### src/sv/ptig_pkg.sv
// Shared constants and types for the polygon tessellation index generator.
`timescale 1ns / 1ps

package ptig_pkg;

  // Default limits for the side count and the resolution.
  localparam int MAX_SIDES_DEF = 16;
  localparam int MAX_RES_DEF   = 64;

  // Fixed field widths.
  localparam int VW       = 16;  // vertex index width
  localparam int SIDES_W  = 5;   // sides_count register width
  localparam int RES_W    = 7;   // resolution_level register width
  localparam int CFG_DW   = 32;  // configuration data width
  localparam int CFG_AW   = 3;   // configuration byte address width
  localparam int IN_DW    = 8;   // input tdata width
  localparam int OUT_DW   = 3 * VW;

  // Register indexes, taken from paddr[2].
  localparam logic REG_SIDES = 1'b0;
  localparam logic REG_RES   = 1'b1;

  // Register reset values.
  localparam logic [SIDES_W-1:0] SIDES_RST = 5'd4;
  localparam logic [RES_W-1:0]   RES_RST   = 7'd8;

  // Side counts that select the grid modes.
  localparam int SIDES_TRI  = 3;
  localparam int SIDES_QUAD = 4;

  // Traversal reset values for the vertex pointers.
  localparam logic [VW-1:0] INNER_RST = 16'd0;
  localparam logic [VW-1:0] OUTER_RST = 16'd1;

  // Mesh building mode.
  typedef enum logic [1:0] {
    MODE_TRI,
    MODE_QUAD,
    MODE_RING
  } mode_t;

endpackage

### src/sv/polygon_tessellation_index_gen_core.sv
// Top level of the polygon tessellation index generator: traversal counters and result register.
`timescale 1ns / 1ps

// Emits one triangle (three vertex indices, last flag on tlast) for each input word; bit 0 of
// in_tdata set restarts at the first triangle of the mesh. Each accepted word produces exactly
// one result word in the result register, and a new word is taken every cycle as long as the result
// register is empty or being drained, so the block sustains one triangle per clock. The
// traversal counters update in a single step from the current state, with one small multiplier
// for the quad-mode row offset. Writes to sides_count (address 0) or resolution_level
// (address 4) return the traversal to the first triangle.
module polygon_tessellation_index_gen_core
  import ptig_pkg::*;
#(
  parameter int MAX_SIDES      = MAX_SIDES_DEF,
  parameter int MAX_RESOLUTION = MAX_RES_DEF
) (
  input  logic              clk,
  input  logic              rst_n,
  // Input channel
  input  logic              in_tvalid,
  output logic              in_tready,
  input  logic [IN_DW-1:0]  in_tdata,    // [0] restart, [7:1] zero
  // Result channel
  output logic              out_tvalid,
  input  logic              out_tready,
  output logic [OUT_DW-1:0] out_tdata,   // [15:0] vertex_a, [31:16] vertex_b, [47:32] vertex_c
  output logic              out_tlast,   // last_triangle
  // Configuration port
  input  logic              cfg_psel,
  input  logic              cfg_penable,
  input  logic              cfg_pwrite,
  input  logic [CFG_AW-1:0] cfg_paddr,
  input  logic [CFG_DW-1:0] cfg_pwdata,
  output logic [CFG_DW-1:0] cfg_prdata,
  output logic              cfg_pready
);

  localparam int SW  = $clog2(MAX_SIDES + 1);
  localparam int SCW = $clog2(MAX_SIDES);
  localparam int LW  = $clog2(MAX_RESOLUTION + 1);

  // Configuration registers
  logic [SIDES_W-1:0] sides_r;
  logic [RES_W-1:0]   res_r;
  logic               cfg_wr;

  // Traversal state
  logic [LW-1:0]  layer_r, layer_nxt;
  logic [LW-1:0]  pos_r, pos_nxt;
  logic [SCW-1:0] side_r, side_nxt;
  logic [VW-1:0]  inner_r, inner_nxt;
  logic [VW-1:0]  outer_r, outer_nxt;
  logic [VW-1:0]  inner_base_r, inner_base_nxt;
  logic [VW-1:0]  outer_base_r, outer_base_nxt;
  logic           half_r, half_nxt;

  // State seen by the current word, after an optional restart
  logic [LW-1:0]  cur_layer, cur_pos;
  logic [SCW-1:0] cur_side;
  logic [VW-1:0]  cur_inner, cur_outer, cur_inner_base, cur_outer_base;
  logic           cur_half;

  logic [SW-1:0]  n_eff;
  logic [LW-1:0]  res_eff;
  mode_t          mode;

  logic           in_acc;
  logic [VW-1:0]  va, vb, vc;
  logic           last;

  logic [LW-1:0]  layer_inc, pos_inc;
  logic [SW-1:0]  side_inc;
  logic [VW-1:0]  jv, iv, res1v, idx;
  logic [2*LW:0]  row_prod;
  logic           corner;

  // Result register
  logic              out_valid_r;
  logic [OUT_DW-1:0] out_data_r;
  logic              out_last_r;

  assign cfg_pready = 1'b1;
  assign cfg_wr     = cfg_psel & cfg_penable & cfg_pwrite & cfg_pready;
  assign in_tready  = ~out_valid_r | out_tready;
  assign in_acc     = in_tvalid & in_tready;

  // Configuration writes
  always_ff @(posedge clk) begin
    if (!rst_n) begin
      sides_r <= SIDES_RST;
      res_r   <= RES_RST;
    end else if (cfg_wr) begin
      case (cfg_paddr[2])
        REG_SIDES: sides_r <= cfg_pwdata[SIDES_W-1:0];
        REG_RES:   res_r   <= cfg_pwdata[RES_W-1:0];
        default:   sides_r <= sides_r;
      endcase
    end
  end

  // Configuration reads
  always_comb begin
    case (cfg_paddr[2])
      REG_SIDES: cfg_prdata = CFG_DW'(sides_r);
      REG_RES:   cfg_prdata = CFG_DW'(res_r);
      default:   cfg_prdata = '0;
    endcase
  end

  // Effective side count and resolution, clamped to their legal ranges
  always_comb begin
    if (32'(sides_r) > MAX_SIDES) begin
      n_eff = SW'(MAX_SIDES);
    end else if (32'(sides_r) < SIDES_TRI) begin
      n_eff = SW'(SIDES_TRI);
    end else begin
      n_eff = SW'(sides_r);
    end
    if (32'(res_r) > MAX_RESOLUTION) begin
      res_eff = LW'(MAX_RESOLUTION);
    end else if (res_r == '0) begin
      res_eff = LW'(1);
    end else begin
      res_eff = LW'(res_r);
    end
    if (32'(n_eff) == SIDES_TRI) begin
      mode = MODE_TRI;
    end else if (32'(n_eff) == SIDES_QUAD) begin
      mode = MODE_QUAD;
    end else begin
      mode = MODE_RING;
    end
  end

  // A restart request makes the word start from the first triangle
  always_comb begin
    if (in_tdata[0]) begin
      cur_layer      = '0;
      cur_pos        = '0;
      cur_side       = '0;
      cur_inner      = INNER_RST;
      cur_outer      = OUTER_RST;
      cur_inner_base = INNER_RST;
      cur_outer_base = OUTER_RST;
      cur_half       = 1'b0;
    end else begin
      cur_layer      = layer_r;
      cur_pos        = pos_r;
      cur_side       = side_r;
      cur_inner      = inner_r;
      cur_outer      = outer_r;
      cur_inner_base = inner_base_r;
      cur_outer_base = outer_base_r;
      cur_half       = half_r;
    end
  end

  // Shared arithmetic for the three modes
  assign layer_inc = cur_layer + LW'(1);
  assign pos_inc   = cur_pos + LW'(1);
  assign side_inc  = SW'(cur_side) + SW'(1);
  assign jv        = VW'(cur_pos);
  assign iv        = VW'(cur_layer);
  assign res1v     = VW'(res_eff) + VW'(1);
  assign row_prod  = cur_layer * ({1'b0, res_eff} + (LW+1)'(1));
  assign idx       = VW'(row_prod) + jv;
  assign corner    = (SW'(cur_side) == n_eff - SW'(1)) && (cur_pos == cur_layer);

  // Triangle and next traversal state
  always_comb begin
    layer_nxt      = cur_layer;
    pos_nxt        = cur_pos;
    side_nxt       = cur_side;
    inner_nxt      = cur_inner;
    outer_nxt      = cur_outer;
    inner_base_nxt = cur_inner_base;
    outer_base_nxt = cur_outer_base;
    half_nxt       = cur_half;
    va   = '0;
    vb   = '0;
    vc   = '0;
    last = 1'b0;
    case (mode)
      MODE_TRI: begin
        if (cur_pos < cur_layer) begin
          if (!cur_half) begin
            va       = cur_outer_base + jv;
            vb       = cur_outer_base + jv + VW'(1);
            vc       = cur_inner_base + jv;
            half_nxt = 1'b1;
          end else begin
            va       = cur_outer_base + jv + VW'(1);
            vb       = cur_inner_base + jv + VW'(1);
            vc       = cur_inner_base + jv;
            half_nxt = 1'b0;
            pos_nxt  = pos_inc;
          end
        end else begin
          // Closing triangle of the row
          va             = cur_outer_base + iv;
          vb             = cur_outer_base + iv + VW'(1);
          vc             = cur_inner_base + iv;
          inner_base_nxt = cur_outer_base;
          outer_base_nxt = cur_outer_base + iv + VW'(2);
          layer_nxt      = layer_inc;
          pos_nxt        = '0;
          half_nxt       = 1'b0;
          last           = (layer_inc >= res_eff);
        end
      end
      MODE_QUAD: begin
        if (!cur_half) begin
          va       = idx;
          vb       = idx + res1v;
          vc       = idx + VW'(1);
          half_nxt = 1'b1;
        end else begin
          va       = idx + VW'(1);
          vb       = idx + res1v;
          vc       = idx + res1v + VW'(1);
          half_nxt = 1'b0;
          if (pos_inc >= res_eff) begin
            pos_nxt   = '0;
            layer_nxt = layer_inc;
            last      = (layer_inc >= res_eff);
          end else begin
            pos_nxt = pos_inc;
          end
        end
      end
      default: begin
        // Ring mode: the corner of the last side closes the ring
        va = cur_inner;
        vb = cur_outer;
        if (!cur_half) begin
          vc        = corner ? cur_outer_base : cur_outer + VW'(1);
          outer_nxt = cur_outer + VW'(1);
          if (cur_pos >= cur_layer) begin
            pos_nxt = '0;
            if (side_inc >= n_eff) begin
              side_nxt       = '0;
              layer_nxt      = layer_inc;
              inner_base_nxt = cur_outer_base;
              outer_base_nxt = cur_outer + VW'(1);
              inner_nxt      = cur_outer_base;
              last           = (layer_inc >= res_eff);
            end else begin
              side_nxt = SCW'(side_inc);
            end
          end else begin
            pos_nxt  = pos_inc;
            half_nxt = 1'b1;
          end
        end else begin
          vc        = corner ? cur_inner_base : cur_inner + VW'(1);
          inner_nxt = vc;
          half_nxt  = 1'b0;
        end
      end
    endcase
  end

  // Traversal state update; the last triangle and any register write wrap to the start
  always_ff @(posedge clk) begin
    if (!rst_n || cfg_wr || (in_acc && last)) begin
      layer_r      <= '0;
      pos_r        <= '0;
      side_r       <= '0;
      inner_r      <= INNER_RST;
      outer_r      <= OUTER_RST;
      inner_base_r <= INNER_RST;
      outer_base_r <= OUTER_RST;
      half_r       <= 1'b0;
    end else if (in_acc) begin
      layer_r      <= layer_nxt;
      pos_r        <= pos_nxt;
      side_r       <= side_nxt;
      inner_r      <= inner_nxt;
      outer_r      <= outer_nxt;
      inner_base_r <= inner_base_nxt;
      outer_base_r <= outer_base_nxt;
      half_r       <= half_nxt;
    end
  end

  // Result register valid flag
  always_ff @(posedge clk) begin
    if (!rst_n) begin
      out_valid_r <= 1'b0;
    end else if (in_acc) begin
      out_valid_r <= 1'b1;
    end else if (out_tready) begin
      out_valid_r <= 1'b0;
    end
  end

  // Result register payload
  always_ff @(posedge clk) begin
    if (in_acc) begin
      out_data_r <= {vc, vb, va};
      out_last_r <= last;
    end
  end

  assign out_tvalid = out_valid_r;
  assign out_tdata  = out_data_r;
  assign out_tlast  = out_last_r;

`ifndef NO_ASSERTIONS
  // The last triangle of the mesh leaves the traversal at its start.
  a_wrap_after_last: assert property (@(posedge clk) disable iff (!rst_n)
    (in_acc && last && !cfg_wr) |=> (layer_r == '0 && pos_r == '0 && side_r == '0 &&
                                     !half_r && outer_base_r == OUTER_RST))
    else $error("traversal did not wrap after the last triangle");

  // A register write restarts the traversal.
  a_cfg_restart: assert property (@(posedge clk) disable iff (!rst_n)
    cfg_wr |=> (layer_r == '0 && pos_r == '0 && !half_r && inner_r == INNER_RST &&
                outer_r == OUTER_RST))
    else $error("register write did not restart the traversal");

  // The ring side counter stays below the effective side count.
  a_side_range: assert property (@(posedge clk) disable iff (!rst_n)
    SW'(side_r) < n_eff)
    else $error("side counter out of range");

  // The layer counter stays below the effective resolution.
  a_layer_range: assert property (@(posedge clk) disable iff (!rst_n)
    layer_r < res_eff)
    else $error("layer counter out of range");

  // A word is taken into the result register only when it is free or draining.
  a_no_overwrite: assert property (@(posedge clk) disable iff (!rst_n)
    (out_valid_r && !out_tready) |-> !in_acc)
    else $error("result register overwritten while stalled");
`endif

endmodule

### config.mk
export PLATFORM = sky130hd
export DESIGN_NAME = polygon_tessellation_index_gen_core
export DESIGN_NICKNAME = d
export VERILOG_FILES = /design/src/sv/ptig_pkg.sv /design/src/sv/polygon_tessellation_index_gen_core.sv
export SDC_FILE = /design/constraint.sdc
export NUM_CORES = 1
export LEC_CHECK = 0
export ABC_AREA = 0
export BUFFER_PORTS_ARGS = -buffer_cell sky130_fd_sc_hd__buf_2
export CORE_UTILIZATION = 58
export CTS_CLUSTER_SIZE = 8
export DETAILED_ROUTE_END_ITERATION = 8
export MAX_ROUTING_LAYER = met4
export PLACE_DENSITY = 0.74
export SETUP_SLACK_MARGIN = 0.15
export SYNTH_ARGS = -nofsm -noshare
export SYNTH_HDL_FRONTEND = slang
export SYNTH_SLANG_ARGS = --single-unit
### constraint.sdc
create_clock -name clk -period 21 [get_ports clk]
set_input_delay 1.05 -clock clk [delete_from_list [all_inputs] [get_ports clk]]
set_output_delay 1.05 -clock clk [all_outputs]
set_load 0.005 [all_outputs]
Word-level counts from Yosys, hierarchy flattened
Cells that the tools add are included.
{"block": "word_totals", "reg_bits": 145, "in_bits": 50, "output_inout_bits": 84, "word_cells": 140}
{"block": "classes", "n_addsub": 20, "multipliers": 1, "order_cmp": 8, "n_eq_ne": 5, "mux": 76, "bitwise_logic": 6, "reduce_logical": 11}
{"operator": "two-way mux 16 bit", "n": 28}
{"operator": "one-hot mux 16 bit (2 select lines)", "n": 5}
{"operator": "adder 16 x 1 -> 16 bit (second input constant)", "n": 7}
{"operator": "two-way mux 7 bit", "n": 16}
{"operator": "adder 16 x 7 -> 16 bit", "n": 4}
{"operator": "one-hot mux 32 bit (2 select lines)", "n": 1}
{"operator": "one-hot mux 7 bit (2 select lines)", "n": 2}
{"operator": "greater-or-equal comparator 7 bit", "n": 3}
{"operator": "two-way mux 4 bit", "n": 5}
{"operator": "adder 15 x 7 -> 16 bit", "n": 1}
{"operator": "adder 16 x 2 -> 16 bit (second input constant)", "n": 1}
{"operator": "adder 16 x 8 -> 16 bit", "n": 1}
{"operator": "adder 7 x 1 -> 8 bit (second input constant)", "n": 2}
{"operator": "multiplier 7 x 8 -> 15 bit", "n": 1}
{"operator": "adder 7 x 1 -> 7 bit (second input constant)", "n": 2}
{"operator": "two-way mux 1 bit", "n": 13}
{"operator": "two-way mux 5 bit", "n": 2}
{"operator": "== test 7 bit", "n": 1}
{"operator": "greater-than comparator 7 bit (second input constant)", "n": 1}
{"operator": "logical NOT 7 bit", "n": 1}
{"operator": "< comparator 7 bit", "n": 1}
{"operator": "adder 4 x 1 -> 5 bit (second input constant)", "n": 1}
{"operator": "== test 4 x 5 -> 1 bit", "n": 1}
{"operator": "== test 5 x 2 -> 1 bit (second input constant)", "n": 1}
{"operator": "other kinds (18)", "n": 26}

Logic depth before layout (Yosys ltp)
{"block": "logic_depth", "depth_word": 10, "ltp_mapped": 29, "depth_no_buf": 28}

Worst setup path after synthesis
No wires, ideal clock.
{"block": "synth_timing", "path_type": "input-to-reg", "start": "input in_tdata[0]", "end": "register out_data_r[46] (netlist: out_tdata[46]) (data pin)", "setup_time_ps": 269, "t_arrival_ps": 7200, "required_ps": 20731, "path_slack_ps": 13531, "path_stages": 27, "n_path_buf": 7, "path_cell_list": "buf_2 > clkbuf_1 > clkbuf_1 > clkbuf_1 > buf_2 > buf_1 > clkbuf_1 > nor2b_1 > ha_1 > ha_1 > inv_1 > fa_1 > inv_1 > ha_1 > fa_1 > a21o_1 > a21oi_1 > xnor2_1 > ha_1 > a21o_1 > nor2_1 > xnor2_1 > nor4_1 > nand3_1 > nor2_1 > xor2_1 > o211ai_1"}
{"block": "synth_via", "elab_chain_cells": 7, "word_cells_on_any_way": 27, "cone_classes": "add/sub: 8; mul: 1; order compare: 1; eq/ne: 2; mux: 14; reduce/logical: 1"}
{"element": "start: declaration", "line": "polygon_tessellation_index_gen_core.sv:22", "text": "input logic [IN_DW-1:0] in_tdata,"}
{"element": "two-way mux 7 bit", "line": "polygon_tessellation_index_gen_core.sv:137", "text": "if (in_tdata[0]) begin"}
{"element": "multiplier 7 x 8 -> 15 bit", "line": "polygon_tessellation_index_gen_core.sv:165", "text": "assign row_prod = cur_layer * ({1'b0, res_eff} + (LW+1)'(1));"}
{"element": "adder 15 x 7 -> 16 bit", "line": "polygon_tessellation_index_gen_core.sv:166", "text": "assign idx = VW'(row_prod) + jv;"}
{"element": "adder 16 x 8 -> 16 bit", "line": "polygon_tessellation_index_gen_core.sv:220", "text": "vc = idx + res1v + VW'(1);"}
{"element": "adder 16 x 1 -> 16 bit", "line": "polygon_tessellation_index_gen_core.sv:220"}
{"element": "two-way mux 16 bit", "line": "polygon_tessellation_index_gen_core.sv:212", "text": "if (!cur_half) begin"}
{"element": "one-hot mux 16 bit (2 select lines) (*)", "line": "polygon_tessellation_index_gen_core.sv:183", "text": "case (mode)"}
{"element": "via vc[14]", "line": "polygon_tessellation_index_gen_core.sv:68", "text": "logic [VW-1:0] va, vb, vc;"}
{"element": "end signal: assignment", "line": "polygon_tessellation_index_gen_core.sv:300", "text": "out_data_r <= {vc, vb, va};"}
{"element": "end: declaration", "line": "polygon_tessellation_index_gen_core.sv:79", "text": "logic [OUT_DW-1:0] out_data_r;"}
Mark *: on every way through the listed nets, which the timed path passes. The rest lies on a longest branch.
A chain may end at the register's enable or synchronous reset.

Worst setup path in the final report
Ends and elaborated chain as after synthesis.

==> summary.md <==
| Metric | Value |
|---|---|
| Die area | between 0.02 and 0.03 mm2 |
| DR iter-0 viols | ~2100 |
| Share of layout cells above drive strength 1 | under 10% |
| Top cells by area, synth | dfxtp_1 (11%), edfxtp_1 (8.7%), ha_1 (8.7%), nand2_1 (6.2%), xnor2_1 (5.6%) |
| Die Y | between 150 and 200 um |
| HP Class | reg -> reg |
| Syn. warnings | 0 |
| Critical path's slowest cell | xnor2_1 |
| Placed Area | 0.0175 mm2 |
| Endpoint kind of the worst setup timing path | register |
| Yosys reg bits | between 100 and 150 |
| Req. time, crit path | 21.17 ns |
| Initial core utilization | 59.0% |
| Post-synth EDFFs | 49 |
| Antenna viol nets, final | 0 |
| Hold Violations, Final | 0 |
| Cell count after placement | 2623 |
| Synth top area share | between 10% and 20% |
| Setup Total Neg Slack | 0 ns |
| Mapped Area | 0.0169 mm2 |
| Max clock buf depth | 2 |
| Grt total ovfl | 0 |
| Crit path top cell by count | fa_1 |
| Avg Cell Area, Syn | roughly 7.5 um2 |
| Worst Hold Slack | between 0.4 and 0.5 ns |
| Num rows | a little over 60 |
| Core area | roughly 0.029 mm2 |
| Leak pwr | around 7.3 nW |
| CTS tree | yes |
| Post-Syn Instances | ~2200 |
| Top_reg_cell synth | dfxtp_1 |
| Clock Latency Late Sink | 0.45 ns |
| Ys async rst share | 0% |
| H-tree levels | 4 |
| Total CTS buffers | 17 |
| Nets@finish | 2466 |
| Status | finished clean |
| Post-Layout Inst Area | about 0.018 mm2 |
| IO Pins | between 100 and 150 |
| Crit path DAT | about 8.7 ns |
| Minimum clock period | roughly 8.5 ns |
| CTS resizes | 0 |
| First-pass GRT wire length | roughly 94000 um |
| Crit Path Class | in -> reg |
| Largest net degree at the start of global routing | between 80 and 90 |
| Vias after detailed routing | between 15000 and 20000 |
| Pwr/cell area | approximately 47 mW/mm2 |
| Largest stage delay, worst path | 0.76 ns |
| Die X | about 170 um |
| Overall power | 0.000845 W |
| Max Slew Vio Count | 0 |
| Vias in the first global route | about 16000 |
| Endpoints failing setup | 0 |
| Sink Count | between 100 and 150 |
| Total track usage | between 40% and 50% |
| Residual DRC | 0 |
| Critical Path Source Type | input port |
| Routed WL | between 60000 and 70000 um |
| DRT Pass-1 Iters | 8 |
| Setup bufs post-CTS | 0 |
| Initial antenna violation count | 1 |
| Via-to-Cell Ratio | 6.59 |
| Worst-Margin Slew | between 1 and 1.5 ns |
| Final cycle utilization of the critical path | 40.5% |
| Root buffer cell | clkbuf_16 |
| Clk_skew | 0.0172 ns |
| Area growth syn-to-layout | 6.84% |
| Port bufs | 73 |
| Relative slew slack | 15.5% |
| Worst-path clk slew | ~0.080 ns |
| Max-cap violation count | 0 |
| WL per Instance | 23.7 um |
| RD Place Congestion | between 0.9 and 1 |
| RSZ-0062 raised after global routing | false |
| Synth cell types | 95 |
| Cts hold-fix bufs | 0 |
| Worst vdd ir | 0.0000534 V |
| Non-filler cells, final | ~2700 |
| Seq/Total Area, Yosys | 20.1% |
| DPL Wire Length | between 40000 and 50000 um |
| Crit path max fanout | 42 |
| CP Cell Sequence | buf_4 > clkinv_1 > buf_4 > nand2_1 > clkinv_1 > nand2_1 > fa_1 > fa_1 > inv_1 > fa_1 > inv_1 > fa_1 > inv_1 > ha_1 > xnor2_1 > ha_1 > a21o_1 > nor2_1 > xnor2_1 > nor4_1 > nand3_1 > nor2_1 > xor2_1 > o211ai_1 |
| Fmax | 118 MHz |
| Layout fillers | 2640 |
| Synth area leader | dfxtp_1 |
-- cells in the mapped netlist (42+ instances only) --
| library cell | instances |
|---|---|
| nand2_1 | 278 |
| o21ai_0 | 141 |
| inv_1 | 96 |
| edfxtp_1 | 49 |
| nor2b_1 | 49 |
| nand3_1 | 85 |
| clkbuf_1 | 93 |
| nor2_1 | 227 |
| nor3_1 | 42 |
| dfxtp_1 | 96 |
| a21oi_1 | 164 |
| ha_1 | 117 |
| xnor2_1 | 109 |
| xor2_1 | 97 |
-- kinds of logic after synthesis --
family / after synthesis / share of synthesized area (%)
AOI/OAI and AO/OA: 614 / 23.7
xor gates and xnor gates: 210 / 11.0
adders and majority gates: 158 / 13.5
buffers and inverters: 250 / 6.34
DFF: 145 / 20.1
muxes: 26 / 1.58
other: 2 / 0.0444
and+or+nand+nor: 843 / 23.7
-- critical path, delay by kind of cell --
family / cells / cell delay, ns
AND/OR/NAND/NOR: 6 / 1.82
AO/OA/AOI/OAI: 2 / 0.31
buffers and inverters: 7 / 1.49
XOR/XNOR: 3 / 1.10
adder cells (fa/ha/maj): 6 / 2.87
-- power breakdown --
part,switching (W),internal [W]
clock network,0.000138,0.000183
logic,0.000148,0.0000624
registers,0.00000763,0.000306
total,0.000294,0.000551
-- stage by stage --
stage	worst slack [ns]	util [%]
6_report	12.50	63.0
5_1_grt	12.12	63.0
4_1_cts	12.63	63.0
3_5_place_dp	12.18	60.9
3_3_place_gp	12.16	60.9
2_1_floorplan	13.53	-
-- final timing paths --
check,from,end,slack (ns),depth (start not counted)
worst max-delay path,in_tdata[0],out_tdata[46],12.50,24
worst min register to register,layer_r[4],layer_r[4],0.48,2
worst max register to register,res_r[6],out_tdata[46],12.64,26
worst min-delay path,layer_r[4],layer_r[4],0.48,2
-- layer usage --
layer | up-vias | GRT usage, % | routed length, um
li1 | 7987 | - | -
met1 | 8213 | 52.3 | 24300
met4 | 0 | 30.5 | 5040
met5 | - | - | 0
met2 | 1056 | 63.2 | 27300
met3 | 257 | 7.26 | 6240
-- area by class of cell --
cell class | instances | area, um2 | area share [%]
tap | 384 | 480 | 2.66
antenna | 1 | 2.50 | 0.0138
clock inverter | 12 | 133 | 0.734
multi-input combinational | 1885 | 12600 | 69.7
sequential | 145 | 3390 | 18.8
inverter | 102 | 385 | 2.13
clock buffer | 20 | 458 | 2.53
timing repair buffer | 107 | 623 | 3.45
-- flip-flops by register name (all words and copies together) (netlist names) --
name          count
out_tdata        48
pos_r             7
inner_base_r     16
out_tlast         1
half_r            1
outer_r          16
out_tvalid        1
outer_base_r     16
sides_r           5
side_r            4
res_r             7
inner_r          16
layer_r           7
-- layout by cell type (no fill, tap or decap), drive strengths merged, types with 16 or more instances in the layout --
cell / instances
a211oi: 32
a21o: 33
a21oi: 164
a221oi: 17
a22oi: 41
a31oi: 17
and2: 22
and3: 18
buf: 107
clkbuf: 20
conb: 34
dfxtp: 96
edfxtp: 49
fa: 41
ha: 117
inv: 99
mux2i: 20
nand2: 281
nand2b: 16
nand3: 86
nand4: 19
nor2: 227
nor2b: 49
nor3: 45
nor4: 23
o211ai: 29
o21ai: 154
xnor2: 112
xor2: 98
Power figures use the tool's default switching activity.
